**src/rtl/core/bclp_pkg.sv**
```systemverilog
// ----------------------------------------------------------------------------
// bclp_pkg
// Types and constants shared by the button click / long-press qualifier.
// ----------------------------------------------------------------------------
package bclp_pkg;

    localparam int unsigned LINE_W    = 4;
    localparam int unsigned SEL_W     = 3;
    localparam int unsigned COUNT_W   = 11;
    localparam int unsigned FILTER_W  = 4;
    localparam int unsigned GAP_W     = 8;
    localparam int unsigned CFG_IDX_W = 2;
    localparam int unsigned CFG_DAT_W = 11;

    localparam logic [SEL_W-1:0]   SELECT_RESET    = 3'd1;
    localparam logic [COUNT_W-1:0] THRESHOLD_RESET = 11'd750;
    localparam logic [FILTER_W-1:0] FILTER_RESET   = 4'd2;
    localparam logic [GAP_W-1:0]   GAP_RESET       = 8'd50;

    // Hold cap of the click machine and of the long-press fired phase
    localparam logic [COUNT_W-1:0] HOLD_CAP      = 11'd2000;
    localparam logic [COUNT_W-1:0] LONG_HOLD_CAP = 11'd10;

    typedef enum logic [CFG_IDX_W-1:0] {
        CFG_BUTTON_SELECT  = 2'd0,
        CFG_LONG_THRESHOLD = 2'd1,
        CFG_PRESS_FILTER   = 2'd2,
        CFG_RELEASE_GAP    = 2'd3
    } cfg_index_t;

    typedef enum logic [1:0] {
        CLICK_IDLE    = 2'd0,
        CLICK_HELD    = 2'd1,
        CLICK_LOCKOUT = 2'd2
    } click_phase_t;

    typedef enum logic [1:0] {
        LONG_IDLE    = 2'd0,
        LONG_FIRED   = 2'd1,
        LONG_LOCKOUT = 2'd2
    } long_phase_t;

    typedef struct packed {
        logic [SEL_W-1:0]    button_select;
        logic [COUNT_W-1:0]  long_threshold;
        logic [FILTER_W-1:0] press_filter;
        logic [GAP_W-1:0]    release_gap;
    } bclp_cfg_t;

    // Click machine to long-press machine, and click to result register
    typedef struct packed {
        logic click;
        logic clear_all;
    } click_status_t;

endpackage

```
**src/rtl/core/bclp_cfg_if.sv**
```systemverilog
// ----------------------------------------------------------------------------
// bclp_cfg_if
// Configuration write channel: register index and write data.
// ----------------------------------------------------------------------------
interface bclp_cfg_if;
    logic                                valid;
    logic                                ready;
    bclp_pkg::cfg_index_t                index;
    logic [bclp_pkg::CFG_DAT_W-1:0]      data;

    modport source (output valid, output index, output data, input ready);
    modport sink   (input valid, input index, input data, output ready);
endinterface

```
**src/rtl/core/bclp_in_if.sv**
```systemverilog
// ----------------------------------------------------------------------------
// bclp_in_if
// Input channel: one polling tick of the four button lines.
// ----------------------------------------------------------------------------
interface bclp_in_if;
    logic                             valid;
    logic                             ready;
    logic [bclp_pkg::LINE_W-1:0]      line_levels;

    modport source (output valid, output line_levels, input ready);
    modport sink   (input valid, input line_levels, output ready);
endinterface

```
**src/rtl/core/bclp_out_if.sv**
```systemverilog
// ----------------------------------------------------------------------------
// bclp_out_if
// Result channel: click and long-press flags of one tick.
// ----------------------------------------------------------------------------
interface bclp_out_if;
    logic valid;
    logic ready;
    logic click;
    logic long_press;

    modport source (output valid, output click, output long_press, input ready);
    modport sink   (input valid, input click, input long_press, output ready);
endinterface

```
**src/rtl/core/button_click_long_press_qualifier.sv**
```systemverilog
// ----------------------------------------------------------------------------
// button_click_long_press_qualifier
// Debounced short-click and long-press detector for one of four button lines.
// ----------------------------------------------------------------------------
// Usage:
//   button : one transfer per polling tick carrying line_levels, four
//            active-low lines (bit i is button i+1, 0 means pressed).
//   result : exactly one transfer per input transfer, with click and
//            long_press flags for that tick, in input order.
//   cfg    : register writes (index 0 button_select, 1 long_threshold,
//            2 press_filter, 3 release_gap); always ready. Write only while
//            no tick is in flight.
//   The result of a tick accepted at one edge shows on result from the next
//   cycle. Throughput is one tick per cycle while the receiver takes each
//   result, set by the single result register that parts the two channels.
//   When the receiver stalls, the pending result holds and button drops
//   ready until that result is taken; a result taken in the same cycle frees
//   the slot, so back-to-back transfers continue.
//   Reset clears both machines, the result valid flag and loads the register
//   defaults 1, 750, 2 and 50.
// ----------------------------------------------------------------------------
module button_click_long_press_qualifier (
    input  logic              clk,
    input  logic              rst_n,
    bclp_cfg_if.sink          cfg,
    bclp_in_if.sink           button,
    bclp_out_if.source        result
);

    bclp_pkg::bclp_cfg_t       cfg_reg;
    bclp_pkg::click_status_t   click_status;
    logic                      long_press;
    logic                      pressed;
    logic                      advance;
    logic                      valid_reg;
    logic                      click_reg;
    logic                      long_reg;

    // Configuration: accept every write, mask to register width
    assign cfg.ready = 1'b1;

    always_ff @(posedge clk or negedge rst_n)
    begin
        if (!rst_n)
        begin
            cfg_reg.button_select  <= bclp_pkg::SELECT_RESET;
            cfg_reg.long_threshold <= bclp_pkg::THRESHOLD_RESET;
            cfg_reg.press_filter   <= bclp_pkg::FILTER_RESET;
            cfg_reg.release_gap    <= bclp_pkg::GAP_RESET;
        end
        else if (cfg.valid)
        begin
            unique case (cfg.index)
                bclp_pkg::CFG_BUTTON_SELECT:
                    cfg_reg.button_select  <= cfg.data[bclp_pkg::SEL_W-1:0];
                bclp_pkg::CFG_LONG_THRESHOLD:
                    cfg_reg.long_threshold <= cfg.data[bclp_pkg::COUNT_W-1:0];
                bclp_pkg::CFG_PRESS_FILTER:
                    cfg_reg.press_filter   <= cfg.data[bclp_pkg::FILTER_W-1:0];
                bclp_pkg::CFG_RELEASE_GAP:
                    cfg_reg.release_gap    <= cfg.data[bclp_pkg::GAP_W-1:0];
                default:
                    cfg_reg <= cfg_reg;
            endcase
        end
    end

    // Take a new tick whenever the result slot is empty or being emptied
    assign button.ready = !valid_reg || result.ready;
    assign advance      = button.valid && button.ready;

    // Line select: an out-of-range selector reads as pressed
    always_comb
    begin
        case (cfg_reg.button_select)
            3'd1:    pressed = !button.line_levels[0];
            3'd2:    pressed = !button.line_levels[1];
            3'd3:    pressed = !button.line_levels[2];
            3'd4:    pressed = !button.line_levels[3];
            default: pressed = 1'b1;
        endcase
    end

    // Click machine runs first; its lockout end clears the long-press machine
    bclp_click_fsm u_click (
        .clk     (clk),
        .rst_n   (rst_n),
        .advance (advance),
        .pressed (pressed),
        .cfg     (cfg_reg),
        .status  (click_status)
    );

    bclp_long_fsm u_long (
        .clk          (clk),
        .rst_n        (rst_n),
        .advance      (advance),
        .pressed      (pressed),
        .cfg          (cfg_reg),
        .click_status (click_status),
        .long_press   (long_press)
    );

    // Result register: load on a tick, drop valid once taken
    always_ff @(posedge clk or negedge rst_n)
    begin
        if (!rst_n)
        begin
            valid_reg <= 1'b0;
        end
        else if (advance)
        begin
            valid_reg <= 1'b1;
        end
        else if (result.ready)
        begin
            valid_reg <= 1'b0;
        end
    end

    always_ff @(posedge clk)
    begin
        if (advance)
        begin
            click_reg <= click_status.click;
            long_reg  <= long_press;
        end
    end

    assign result.valid      = valid_reg;
    assign result.click      = click_reg;
    assign result.long_press = long_reg;

endmodule

```
**src/rtl/core/bclp_click_fsm.sv**
```systemverilog
// ----------------------------------------------------------------------------
// bclp_click_fsm
// Press filter, capped hold counter, click decision and release lockout.
// ----------------------------------------------------------------------------
module bclp_click_fsm (
    input  logic                           clk,
    input  logic                           rst_n,
    input  logic                           advance,
    input  logic                           pressed,
    input  bclp_pkg::bclp_cfg_t            cfg,
    output bclp_pkg::click_status_t        status
);

    bclp_pkg::click_phase_t             phase_reg, phase_next;
    logic [bclp_pkg::COUNT_W-1:0]       count_reg, count_next;
    logic [bclp_pkg::COUNT_W-1:0]       count_inc;
    logic [bclp_pkg::COUNT_W-1:0]       count_held;
    logic                               release_seen;
    logic                               gap_done;

    assign count_inc    = count_reg + 1'b1;
    assign count_held   = (count_reg < bclp_pkg::HOLD_CAP) ? count_inc : count_reg;
    assign release_seen = !pressed
                          && (count_held > {7'd0, cfg.press_filter});
    assign gap_done     = count_inc > {3'd0, cfg.release_gap};

    always_comb
    begin
        phase_next = phase_reg;
        count_next = count_reg;
        unique case (phase_reg)
            bclp_pkg::CLICK_IDLE:
            begin
                if (pressed)
                begin
                    if (count_inc > {7'd0, cfg.press_filter})
                    begin
                        count_next = '0;
                        phase_next = bclp_pkg::CLICK_HELD;
                    end
                    else
                    begin
                        count_next = count_inc;
                    end
                end
                else
                begin
                    count_next = '0;
                end
            end
            bclp_pkg::CLICK_HELD:
            begin
                if (release_seen)
                begin
                    count_next = '0;
                    phase_next = bclp_pkg::CLICK_LOCKOUT;
                end
                else
                begin
                    count_next = count_held;
                end
            end
            bclp_pkg::CLICK_LOCKOUT:
            begin
                if (gap_done)
                begin
                    count_next = '0;
                    phase_next = bclp_pkg::CLICK_IDLE;
                end
                else
                begin
                    count_next = count_inc;
                end
            end
            default:
            begin
                phase_next = phase_reg;
                count_next = count_reg;
            end
        endcase
    end

    always_comb
    begin
        status = '0;
        unique case (phase_reg)
            bclp_pkg::CLICK_HELD:
            begin
                status.click = release_seen && (count_held < cfg.long_threshold);
            end
            bclp_pkg::CLICK_LOCKOUT:
            begin
                status.clear_all = gap_done;
            end
            default:
            begin
                status = '0;
            end
        endcase
    end

    always_ff @(posedge clk or negedge rst_n)
    begin
        if (!rst_n)
        begin
            phase_reg <= bclp_pkg::CLICK_IDLE;
            count_reg <= '0;
        end
        else if (advance)
        begin
            phase_reg <= phase_next;
            count_reg <= count_next;
        end
    end

endmodule

```
**src/rtl/core/bclp_long_fsm.sv**
```systemverilog
// ----------------------------------------------------------------------------
// bclp_long_fsm
// Continuous-press counter with one long-press pulse, release wait and lockout.
// ----------------------------------------------------------------------------
module bclp_long_fsm (
    input  logic                           clk,
    input  logic                           rst_n,
    input  logic                           advance,
    input  logic                           pressed,
    input  bclp_pkg::bclp_cfg_t            cfg,
    input  bclp_pkg::click_status_t        click_status,
    output logic                           long_press
);

    bclp_pkg::long_phase_t              phase_reg, phase_next, phase_cur;
    logic [bclp_pkg::COUNT_W-1:0]       count_reg, count_next, count_cur;
    logic [bclp_pkg::COUNT_W-1:0]       count_inc;
    logic [bclp_pkg::COUNT_W-1:0]       count_held;
    logic                               reached;

    // The click lockout end clears this machine before it runs on the same tick
    assign phase_cur  = click_status.clear_all ? bclp_pkg::LONG_IDLE : phase_reg;
    assign count_cur  = click_status.clear_all ? '0 : count_reg;
    assign count_inc  = count_cur + 1'b1;
    assign count_held = (count_cur < bclp_pkg::LONG_HOLD_CAP) ? count_inc : count_cur;
    assign reached    = pressed && (count_inc >= cfg.long_threshold);

    always_comb
    begin
        phase_next = phase_cur;
        count_next = count_cur;
        unique case (phase_cur)
            bclp_pkg::LONG_IDLE:
            begin
                if (reached)
                begin
                    count_next = '0;
                    phase_next = bclp_pkg::LONG_FIRED;
                end
                else if (pressed)
                begin
                    count_next = count_inc;
                end
                else
                begin
                    count_next = '0;
                end
            end
            bclp_pkg::LONG_FIRED:
            begin
                if (!pressed && (count_held > {7'd0, cfg.press_filter}))
                begin
                    count_next = '0;
                    phase_next = bclp_pkg::LONG_LOCKOUT;
                end
                else
                begin
                    count_next = count_held;
                end
            end
            bclp_pkg::LONG_LOCKOUT:
            begin
                if (count_inc > {3'd0, cfg.release_gap})
                begin
                    count_next = '0;
                    phase_next = bclp_pkg::LONG_IDLE;
                end
                else
                begin
                    count_next = count_inc;
                end
            end
            default:
            begin
                phase_next = phase_cur;
                count_next = count_cur;
            end
        endcase
    end

    always_comb
    begin
        unique case (phase_cur)
            bclp_pkg::LONG_IDLE: long_press = reached;
            default:             long_press = 1'b0;
        endcase
    end

    always_ff @(posedge clk or negedge rst_n)
    begin
        if (!rst_n)
        begin
            phase_reg <= bclp_pkg::LONG_IDLE;
            count_reg <= '0;
        end
        else if (advance)
        begin
            phase_reg <= phase_next;
            count_reg <= count_next;
        end
    end

endmodule

```
**src/flat_wrapper.sv**
```systemverilog
// flat-port wrapper written by rule: the top's interface ports become plain ports
module button_click_long_press_qualifier_flat 
  (clk, rst_n, cfg_valid, cfg_index, cfg_data, cfg_ready, button_valid, button_line_levels, button_ready, result_valid, result_click, result_long_press, result_ready);
  bclp_cfg_if cfg_i ();
  bclp_in_if button_i ();
  bclp_out_if result_i ();
  input  logic clk;
  input  logic rst_n;
  input wire logic [$bits(cfg_i.valid)-1:0] cfg_valid;
  input wire logic [$bits(cfg_i.index)-1:0] cfg_index;
  input wire logic [$bits(cfg_i.data)-1:0] cfg_data;
  output wire logic [$bits(cfg_i.ready)-1:0] cfg_ready;
  input wire logic [$bits(button_i.valid)-1:0] button_valid;
  input wire logic [$bits(button_i.line_levels)-1:0] button_line_levels;
  output wire logic [$bits(button_i.ready)-1:0] button_ready;
  output wire logic [$bits(result_i.valid)-1:0] result_valid;
  output wire logic [$bits(result_i.click)-1:0] result_click;
  output wire logic [$bits(result_i.long_press)-1:0] result_long_press;
  input wire logic [$bits(result_i.ready)-1:0] result_ready;
  assign cfg_i.valid = cfg_valid;
  assign cfg_i.index = cfg_index;
  assign cfg_i.data = cfg_data;
  assign cfg_ready = cfg_i.ready;
  assign button_i.valid = button_valid;
  assign button_i.line_levels = button_line_levels;
  assign button_ready = button_i.ready;
  assign result_valid = result_i.valid;
  assign result_click = result_i.click;
  assign result_long_press = result_i.long_press;
  assign result_i.ready = result_ready;
  button_click_long_press_qualifier u_core (.clk(clk), .rst_n(rst_n), .cfg(cfg_i), .button(button_i), .result(result_i));
endmodule
```
**config.mk**
```make
export PLATFORM = sky130hd
export DESIGN_NAME = button_click_long_press_qualifier_flat
export DESIGN_NICKNAME = d
export VERILOG_FILES = /design/src/rtl/core/bclp_pkg.sv /design/src/rtl/core/bclp_cfg_if.sv /design/src/rtl/core/bclp_in_if.sv /design/src/rtl/core/bclp_out_if.sv /design/src/rtl/core/button_click_long_press_qualifier.sv /design/src/rtl/core/bclp_click_fsm.sv /design/src/rtl/core/bclp_long_fsm.sv /design/src/flat_wrapper.sv
export SDC_FILE = /design/constraint.sdc
export NUM_CORES = 1
export LEC_CHECK = 0
export BUFFER_PORTS_ARGS = -buffer_cell sky130_fd_sc_hd__buf_2
export CORE_MARGIN = 2
export CORE_UTILIZATION = 45
export CTS_CLUSTER_DIAMETER = 150
export DETAILED_ROUTE_END_ITERATION = 6
export PLACE_DENSITY = 0.71
export SYNTH_ARGS = -nofsm -noshare
export SYNTH_HDL_FRONTEND = slang
export SYNTH_SLANG_ARGS = --single-unit
```
**constraint.sdc**
```tcl
create_clock -name clk -period 5.61 [get_ports clk]
set_clock_uncertainty 0.1 [all_clocks]
set_input_delay 0.8415 -clock clk [delete_from_list [all_inputs] [get_ports clk]]
set_output_delay 0.8415 -clock clk [all_outputs]
set_load 0.005 [all_outputs]
```
* After elaboration in Yosys (flattened, before gate mapping)
Index checks and enable logic that the tools add are counted.
** Operators by class
- Bitwise operators :: 0
- Muxes and demuxes :: 27
- Equality and inequality tests :: 15
- Div/mod/pow operators :: 0
- Reduce and logical (&&, ||, !) cells :: 23
- $mul :: 0
- Shifts and indexed selects :: 0
- Order comparisons :: 9
- $add $sub $neg :: 2
** Operators with widths (count)
- 11-bit two-way mux :: 11
- 11-bit one-hot mux with 3 select lines :: 2
- 11-bit by 4-bit greater-than comparator with 1-bit output :: 3
- 11-bit by 1-bit adder with 11-bit output, second input constant :: 2
- 11-bit by 8-bit greater-than comparator with 1-bit output :: 2
- 2-bit two-way mux :: 8
- 2-bit one-hot mux with 3 select lines :: 2
- 11-bit >= comparator :: 1
- 11-bit less-than comparator :: 1
- 11-bit less-than comparator, second input constant :: 1
- 11-bit by 4-bit less-than comparator with 1-bit output, second input constant :: 1
- 2-bit AND reduction :: 5
- 2-bit == test, second input constant :: 4
- 2-bit inequality test, second input constant :: 4
- 2-bit by 1-bit == test with 1-bit output, second input constant :: 3
- 3-bit by 2-bit == test with 1-bit output, second input constant :: 2
- 1-bit zero test :: 6
- 2-bit zero test :: 3
- 6-bit AND reduction :: 1
- 1-bit logical AND :: 5
- 1-bit one-hot mux with 4 select lines :: 1
- 3-bit by 1-bit == test with 1-bit output, second input constant :: 1
- 3-bit == test, second input constant :: 1
- 1-bit two-way mux :: 3
- other kinds (3) :: 3
** Word-level totals
- Memories kept :: 0
- Memory bits (writable) :: 0
- Memory bits (read-only) :: 0
- Register bits after elaboration :: 55
- Output and inout bits :: 5
- Latch bits :: 0
- Logic and storage cells :: 87
- Input port bits :: 22

* Depth between registers and ports, before layout
Gate-level depths: netlist of the first run.
- Word-level depth :: 10
- Depth in mapped cells :: 26
- Depth with buffers taken out :: 23

* Cells and area by module
Synthesis of the first run repeated with hierarchy kept, for this count alone.
** Unflattened totals
- Cells, all modules :: 519
- Area, all modules :: 4727.0 um2
** By module, submodules not included
- bclp_click_fsm :: instances 1, cells each 232, area each 1860.5 um2, seq. area each 325.3 um2
- bclp_long_fsm :: instances 1, cells each 215, area each 1667.8 um2, seq. area each 325.3 um2
- button_click_long_press_qualifier :: instances 1, cells each 72, area each 1198.6 um2, seq. area each 750.7 um2

* Worst setup path after synthesis of the first run
Ideal clock, no wire load.
- Kind :: reg-to-reg
- Start :: register u_core.u_click.count_reg[0] in the netlist's numbering
- End :: register u_core.u_long.count_reg[0] in the netlist's numbering
- Setup slack :: 0.207 ns
- Path buffers :: 3
- Clock period less this slack :: 5.403 ns
- Arrival time :: 5.226 ns
- Library setup time :: 0.077 ns
- Cell stages (with the launch flop) :: 27
- Required time :: 5.433 ns
- Cells stage by stage :: dfrtp_1 clkbuf_8 and3_2 and3_2 xnor2_1 inv_1 ha_1 a211oi_1 o21ai_0 o211ai_1 nand2_1 buf_2 buf_1 nor2_1 ha_1 nand3_1 nor2_1 xnor2_1 nor2_1 ha_1 a21o_1 a21o_1 a211oi_1 o21ai_0 o22ai_1 o21ai_0 a21oi_1
** Between the ends
- Cells in the longest elaborated chain, start to end :: 10
- Elaborated cells between the ends (all ways) :: 21
- Classes of those cells :: add/sub (2); order compare (5); eq/ne (2); mux (9); reduce/logical (3)
** Ends and longest elaborated chain
- start, declared :: RTL line bclp_click_fsm.sv:15 : logic [bclp_pkg::COUNT_W-1:0] count_reg, count_next;
- start signal, assigned :: RTL line bclp_click_fsm.sv:112 : count_reg <= count_next;
- 11-bit by 1-bit adder with 11-bit output * :: RTL line bclp_click_fsm.sv:21 : assign count_inc = count_reg + 1'b1;
- 11-bit by 8-bit greater-than comparator with 1-bit output * :: RTL line bclp_click_fsm.sv:25 : assign gap_done = count_inc > {3'd0, cfg.release_gap};
- 1-bit two-way mux * :: RTL line bclp_click_fsm.sv:86 : unique case (phase_reg)
- 11-bit two-way mux :: RTL line bclp_long_fsm.sv:23 : assign count_cur = click_status.clear_all ? '0 : count_reg;
- 11-bit by 1-bit adder with 11-bit output / 11-bit by 4-bit less-than comparator with 1-bit output (equally long branches) :: RTL line bclp_long_fsm.sv:24, bclp_long_fsm.sv:25
- 11-bit two-way mux :: RTL line bclp_long_fsm.sv:25 : assign count_held = (count_cur < bclp_pkg::LONG_HOLD_CAP) ? count_inc : count_cur;
- 11-bit by 4-bit greater-than comparator with 1-bit output :: RTL line bclp_long_fsm.sv:51 : if (!pressed && (count_held > {7'd0, cfg.press_filter}))
- 1-bit logical AND :: RTL line bclp_long_fsm.sv:51
- 11-bit two-way mux :: RTL line bclp_long_fsm.sv:51
- 11-bit one-hot mux with 3 select lines * :: RTL line bclp_long_fsm.sv:32 : unique case (phase_cur)
- end signal, assigned :: RTL line bclp_long_fsm.sv:99 : count_reg <= count_next;
- end, declared :: RTL line bclp_long_fsm.sv:16 : logic [bclp_pkg::COUNT_W-1:0] count_reg, count_next, count_cur;
Every way passes the cells marked *; elsewhere a longest branch is shown, timed or not.
A chain may end at the register's enable or synchronous reset.

* Worst setup path after layout of the first run
- Start :: register u_core.u_click.count_reg[2] in the netlist's numbering
- End :: register u_core.u_long.count_reg[8] in the netlist's numbering
Same word-level chain as after synthesis.

==> results of run 1 <==
==> path summary, 6_finish.rpt <==
check                                              end                   startpoint
hold / removal                      u_core.cfg_reg[22]           u_core.cfg_reg[22]
min in group asynchronous   u_core.u_long.count_reg[7]                        rst_n
setup / recovery            u_core.u_long.count_reg[8]  u_core.u_click.count_reg[2]
max in group asynchronous  u_core.u_click.count_reg[0]                        rst_n
setup reg to reg            u_core.u_long.count_reg[8]  u_core.u_click.count_reg[2]
hold reg to reg                     u_core.cfg_reg[22]           u_core.cfg_reg[22]
==> timing repair <==
item,4_1_cts,5_1_grt
endpoints found under the setup margin,0,13
buffers inserted,0,2
gates resized for setup,0,6
==> power by group through the flow <==
stage,Clock [mW],Sequential (mW),Combinational (mW)
floorplan,0,0.511,0.543
global placement,0,0.545,0.712
detailed placement,0,0.548,0.726
CTS,0.253,0.541,0.731
global route,0.266,0.553,0.844
finish,0.244,0.541,0.752
==> metrics by stage <==
| stage | utilization, % | TNS [ns] |
|---|---|---|
| 2_1_floorplan | - | 0 |
| 3_3_place_gp | 48.0 | 0 |
| 3_5_place_dp | 48.0 | 0 |
| 4_1_cts | 49.0 | 0 |
| 5_1_grt | 49.2 | -0.0146 |
| 6_report | 49.2 | 0 |
==> per-layer routing <==
metal	up-vias	wire length [um]	part of all wire, %
li1	1884	-	-
met1	1871	5660	47
met2	132	5530	46
met3	21	592	4.9
met4	0	325	2.7
met5	-	0	0
==> synthesized netlist by cell type (all sizes together) (3+ instances only) <==
| master | number |
|---|---|
| ha | 55 |
| dfrtp | 41 |
| nand2 | 41 |
| nor2 | 37 |
| inv | 34 |
| o21ai | 26 |
| mux2 | 25 |
| a21oi | 20 |
| nand3 | 20 |
| xnor2 | 14 |
| dfstp | 12 |
| nand4 | 12 |
| nor3 | 12 |
| clkbuf | 10 |
| o31ai | 9 |
| a211oi | 8 |
| a21o | 8 |
| buf | 8 |
| xor2 | 8 |
| and3 | 7 |
| nand2b | 6 |
| nor2b | 5 |
| nor4 | 5 |
| o21a | 5 |
| a221oi | 4 |
| a32o | 4 |
| nand3b | 4 |
| a31oi | 3 |
| and2 | 3 |
| o2111ai | 3 |
| o211a | 3 |
==> cell type report <==
class / instances / area (sq um) / area share [%]
timing repair buffer: 39 / 230 / 4.57
tap: 136 / 170 / 3.38
inverter: 34 / 128 / 2.53
multi-input combinational: 388 / 3000 / 59.7
clock inverter: 3 / 28.8 / 0.572
sequential: 55 / 1410 / 27.9
clock buffer: 5 / 68.8 / 1.37
==> kinds of logic (layout without fill, tap and decap cells) <==
logic type | after synthesis | count (layout) | synth area share [%]
buffers and inverters | 52 | 81 | 6.21
adder cells (fa/ha/maj) | 55 | 55 | 14.7
flip-flops | 55 | 55 | 29.9
other | 1 | 1 | 0.0799
XOR/XNOR | 22 | 22 | 4.11
AND/OR/NAND/NOR | 163 | 163 | 18.6
multiplexers | 27 | 27 | 6.43
AO/OA/AOI/OAI | 120 | 120 | 20.0
==> worst max-delay path, delay by kind of cell (launching register included) <==
family | cells | cell delay (ns)
AOI/OAI and AO/OA | 8 | 1.66
and+or+nand+nor | 8 | 1.58
adders and majority gates | 3 | 0.78
DFF | 1 | 0.50
xor gates and xnor gates | 2 | 0.37
buffers and inverters | 1 | 0.11
==> reports/results.ini, run 1 <==
[status]
outcome = completed

[cells_and_area]
final_common_cell = ha_1
final_cell_mix = 54 x ha_1, 41 x nand2_1, 38 x dfrtp_1, 36 x nor2_1, 34 x inv_1
num-fill-cells = 945
diodes = 0
largest_reg_flops = 26
fin_nets = 600
area_delta_synth_final_pct = 7.31
final_layout_size_suffix_gt1_share_pct = 22.7
final_cells = 660
finalInstanceArea_sq_um = 5030

[global_route]
grtUsageTotal_pct = 22.4
gr-usage-met3_pct = 2.21
globalRouteMet1Util_pct = 31.4
antenna_found_initial = 0
grt.busiest_layer = met2
use_met2_pct = 36.8
grt_max_degree = 54
grt_pass1_vias = 3872
grt_first_pass_wirelength_mm = 19.9
grt-ovfl-total = 0

[cts]
cts.sinks = 55
cts_max_level = 2
cts_buffers = 5
insertion_delay_ns = 0.32
clockRootBuffer = clkbuf_8
clk_pin_slew_worst_paths_ns = 0.11
postCtsHoldBufs = 0
tritoncts = yes
cts_buffer_depth = 2

[sta]
setup_ws_ns = 0.405
fin_hold_ws_ns = 0.421
tightest_slew_ns = 0.803
min_period_ns = 5.21
setup-violations-final = 0
max_slew_margin_pct = 46.3
max_freq_mhz = 192
finalHoldViolations = 0
slew_viol_final = 0
finalCritPeriodShare_pct = 92.8

[route]
ant_nets = 0
vias = 3908
via_per_inst = 5.92
wl_mm = 12.1
dr.pass1.iters = 5
drt-initial-drc-count = 232
drt-wirelength-per-cell_um = 18.4
drc = 0

[logic_synthesis]
ys_seq_area_share_pct = 29.9
synth_nets = 572
yosys_warnings = 0
synth_top_area_cell = dfrtp_1
synth_ff_type = dfrtp_1
syn_inst = 495
syn_area_sq_um = 4690
synth-seq-cells = 55
yosysTopAreaCellShare_pct = 21.9
syn_area_per_cell_sq_um = 9.48
synth_edf_count = 2
async_flop_share_pct = 96.4
synthTopCellsByArea = dfrtp_1 22%, ha_1 15%, dfstp_2 6.7%
yosysUniqueCellTypes = 81

[power]
cell_internal_pwr_mw = 0.886
p_leak_nw = 2.31
total_power_mw = 1.54
power.share.combinational_pct = 48.9
pwr-share-clk_pct = 15.9
power_density_nw_per_um2 = 305
power_frac_seq_pct = 35.2
p_sw_share_pct = 42.4
vdd_ir_drop_max_mv = 0.146
power_switching_mw = 0.651

[critical_path]
cp.required_ns = 5.74
path_class = reg2reg
rrSetupSlack_ns = 0.40
cp_max_fo = 9
cp_slowest_cell = dfrtp_2
path_cells = and3_2, and3_2, xnor2_1, inv_1, ha_1, a211oi_1, o21ai_1, o211ai_1, nand2_1, nor2_2, ha_2, nand3_1, nor2_1, xnor2_1, nor2_1, ha_1, a21o_1, a21o_1, a211oi_1, o21ai_0, or3_1, o31ai_1
cp-start-kind = flop
crit_path_max_incr_delay_ns = 0.50
end_kind = flop
crit_arrival_ns = 5.33
reg2regPathDepth = 22

[run]
maxCapViolations = 0

[place]
place_hpwl_mm = 9.42
gp_congestion = 0.985
preCtsSetupSlack_ns = 0.273
io_buffers = 25
place_inst = 650
place_area_sq_um = 4910

[floorplan]
die_h_um = 106
rows = 37
dieArea_sq_um = 11300
initial_core_util_pct = 45.9
coreArea_sq_um = 10200
io-pin-count = 27
dieWidth_um = 106

[worst_hold_path]
whs_path_depth = 1
hp-class = reg2reg

Power figures use the tool's default switching activity.
==> inputs of run 2 (changes only) <==
--- a/config.mk
+++ b/config.mk
@@ -10,7 +10,10 @@
 export CORE_UTILIZATION = 45
 export CTS_CLUSTER_DIAMETER = 150
 export DETAILED_ROUTE_END_ITERATION = 6
+export GPL_ROUTABILITY_DRIVEN = 0
+export MAX_ROUTING_LAYER = met4
 export PLACE_DENSITY = 0.71
 export SYNTH_ARGS = -nofsm -noshare
 export SYNTH_HDL_FRONTEND = slang
+export SYNTH_HIERARCHICAL = 1
 export SYNTH_SLANG_ARGS = --single-unit
==> run 2 against run 1 <==
Compared with the run above:
- synthesized cell count up 4.8%
- critical path type unchanged
- non-clock buffer count grew 2
- combinational power decreased by 19%
- sequential cell count stayed put
- first-iteration DRC count shrank 10%
- cell count rose by 4.4%
- clock power about the same
- largest power group unchanged
- area after synthesis is 0.75% higher
- die area increased by 0.72%
==> reports/results.ini, run 2 <==
[cells_and_area]
final_layout_size_suffix_gt1_share_pct = 24.2  ; +1.5 points
area_delta_synth_final_pct = 10.1
diodes = 0  ; unchanged
final_cell_mix = 54 x nand2_1, 54 x ha_1, 50 x inv_1, 37 x dfrtp_1, 30 x a21oi_1
largest_reg_flops = 26  ; unchanged
fin_nets = 629  ; +4.8%
final_cells = 689  ; +4.4%
final_util_pct = 50.6  ; +1.4 points

[critical_path]
crit_arrival_ns = 5.49  ; +0.16 ns
crit_family = simple AND/OR/NAND/NOR gates
crit_path_max_incr_delay_ns = 0.44  ; -0.06 ns
cp_max_fo = 7  ; -2
end_kind = flop
cp-start-kind = flop
cp_slowest_cell = dfrtp_2
path_buf_inv = 0  ; -1
path_common_cell = ha_1
path_cells = ha_1, and3_4, nand3_2, xnor2_1, ha_1, nand2_1, nand3b_1, and3_2, a211oi_2, nor2_2, nor2b_1, ha_2, nand4b_1, nor2_4, nand3_1, xor2_1, nor2_2, ha_1, nand4_1, nor2b_1, a211o_1, or3_1, o31a_1, o31ai_1
cp.required_ns = 5.75  ; about the same
path_class = reg2reg

[status]
outcome = completed

[logic_synthesis]
synth-seq-cells = 55  ; unchanged
synth.most_common_cell = ha_1
synth_top_area_cell = dfrtp_1
synth_nets = 596  ; +4.2%
syn_inst = 519  ; +4.8%
ys_seq_area_share_pct = 29.6  ; -0.22 points
synth_ff_type = dfrtp_1
yosysTopAreaCellShare_pct = 21.7  ; -0.16 points
synth_common_cells = 55 x ha_1, 54 x nand2_1, 51 x inv_1
syn_area_sq_um = 4730  ; +0.75%
synth_edf_count = 2  ; unchanged
syn_area_per_cell_sq_um = 9.11  ; -3.9%
synthTopCellsByArea = dfrtp_1 22%, ha_1 15%, dfstp_2 6.7%
async_flop_share_pct = 96.4  ; unchanged
yosysUniqueCellTypes = 75  ; -7.4%
yosys_warnings = 6  ; +6

[floorplan]
rows = 37  ; unchanged
dieWidth_um = 106  ; +0.36%
io-pin-count = 27  ; unchanged
initial_core_util_pct = 46.0  ; +0.13 points
coreArea_sq_um = 10300  ; +0.45%
die_h_um = 106  ; +0.36%
dieArea_sq_um = 11300  ; +0.72%

[place]
io_buffers = 25  ; unchanged
preCtsSetupSlack_ns = 0.112  ; -0.161 ns
place_inst = 673  ; +3.5%
place_hpwl_mm = 8.90  ; -5.6%

[cts]
cts.sinks = 55  ; unchanged
insertion_delay_ns = 0.32  ; about the same
cts_buffer_depth = 2  ; unchanged
clockRootBuffer = clkbuf_8
cts_buffers = 5  ; unchanged
cts_max_level = 2  ; unchanged
tritoncts = yes
clk_pin_slew_worst_paths_ns = 0.11  ; about the same

[route]
dr.pass1.iters = 5  ; unchanged
drt-initial-drc-count = 208  ; -10%
wl_mm = 11.8  ; -2.9%
vias = 4022  ; +2.9%
via_per_inst = 5.84  ; -1.4%
drc = 0  ; unchanged
ant_nets = 0  ; unchanged
drt-wirelength-per-cell_um = 17.1  ; -7.0%

[global_route]
grt_pass1_vias = 3892  ; +0.52%
grt-ovfl-total = 0  ; unchanged
grtUsageTotal_pct = 21.7  ; -0.75 points
antenna_found_initial = 0  ; unchanged
grt_max_degree = 54  ; unchanged
grt_first_pass_wirelength_mm = 19.1  ; -4.2%

[power]
power.share.combinational_pct = 43.6  ; -5.3 points
power_switching_mw = 0.560  ; -14%
p_leak_nw = 2.44  ; +5.8%
power_density_nw_per_um2 = 269  ; -12%
power_frac_seq_pct = 38.9  ; +3.7 points
total_power_mw = 1.40  ; -8.9%
vdd_ir_drop_max_mv = 0.151  ; +3.5%
p_sw_share_pct = 40.0  ; -2.4 points
cell_internal_pwr_mw = 0.841  ; -5.1%
pwr-share-clk_pct = 17.5  ; +1.6 points

[sta]
min_period_ns = 5.35  ; +0.143 ns
max_freq_mhz = 187  ; -2.7%
setup-violations-final = 0  ; unchanged
setup_ws_ns = 0.262  ; -0.143 ns
tightest_slew_ns = 0.864  ; +0.0614 ns
finalHoldViolations = 0  ; unchanged
finalCritPeriodShare_pct = 95.3  ; +2.5 points
slew_viol_final = 0  ; unchanged
max_slew_margin_pct = 42.2  ; -4.1 points

[run]
maxCapViolations = 0  ; unchanged

[worst_hold_path]
hp-class = reg2reg

-- run 2: routing by layer --
metal	wire length, um	part of all wire [%]	vias to the layer above	global-route usage [%]
met5	0	0	-	-
met3	524	4.5	20	2.76
li1	-	-	1922	-
met2	5510	47	131	34.3
met1	5450	46	1949	28.9
met4	286	2.4	0	7.33
-- run 2: area by class of cell --
type                    instances  area, sq um
clock inverters                 1         8.76
inverters                      51          191
repair buffers                 41          249
clock buffers                   7         86.3
fillers                      1003         5070
flip-flops and latches         55         1410
well taps                     136          170
multi-input cells             398         3090
-- run 2: worst reg2reg max path, delay by kind of cell, from the launching register on --
kind | cells | cell delay, ns
xor+xnor | 2 | 0.34
compound gates | 4 | 1.02
fa+ha+maj | 4 | 1.01
simple gates | 14 | 2.36
flops | 1 | 0.44
-- run 2: path summary, 6_finish.rpt --
check                                            start                     endpoint  slack, ns  cells after the start
max                        u_core/u_click/count_reg[1]   u_core/u_long/count_reg[4]       0.26                     24
min                                u_core/result.valid          u_core/result.valid       0.43                      2
max in group asynchronous                        rst_n  u_core/u_click/count_reg[5]       4.36                      2
max reg2reg                u_core/u_click/count_reg[1]   u_core/u_long/count_reg[4]       0.26                     24
min in group asynchronous                        rst_n           u_core/cfg_reg[24]       0.53                      2
min reg2reg                        u_core/result.valid          u_core/result.valid       0.43                      2
-- run 2: cells by family after synthesis --
| kind of cell | count (synthesis) | synth area share [%] |
|---|---|---|
| multiplexers | 31 | 8.26 |
| flip-flops | 55 | 29.6 |
| adder cells (fa/ha/maj) | 55 | 14.6 |
| AND/OR/NAND/NOR | 176 | 20.0 |
| AO/OA/AOI/OAI | 113 | 17.1 |
| buffers and inverters | 66 | 6.19 |
| other | 1 | 0.0793 |
| XOR/XNOR | 22 | 4.24 |
-- run 2: metrics by stage --
step	hold slack, ns	instance area (sq um)	TNS, ns
2_1_floorplan	0.402	4730	0
3_3_place_gp	0.396	4980	0
3_5_place_dp	0.419	4980	0
4_1_cts	0.442	5080	0
5_1_grt	0.467	5200	-0.0686
6_report	0.433	5200	0
-- run 2: power by group through the flow --
stage	Combinational [mW]	Sequential (mW)	Clock, mW
2_1_floorplan	0.444	0.519	0
3_3_place_gp	0.551	0.547	0
3_5_place_dp	0.589	0.549	0
4_1_cts	0.597	0.543	0.252
5_1_grt	0.682	0.554	0.265
6_report	0.611	0.545	0.245
-- run 2: timing repair --
action                     in CTS  in global routing
setup endpoints to repair       0                 12
hold buffers                    0                  0
hold endpoints to repair        0                  0
gates resized for setup         0                 21
setup buffers                   0                  8
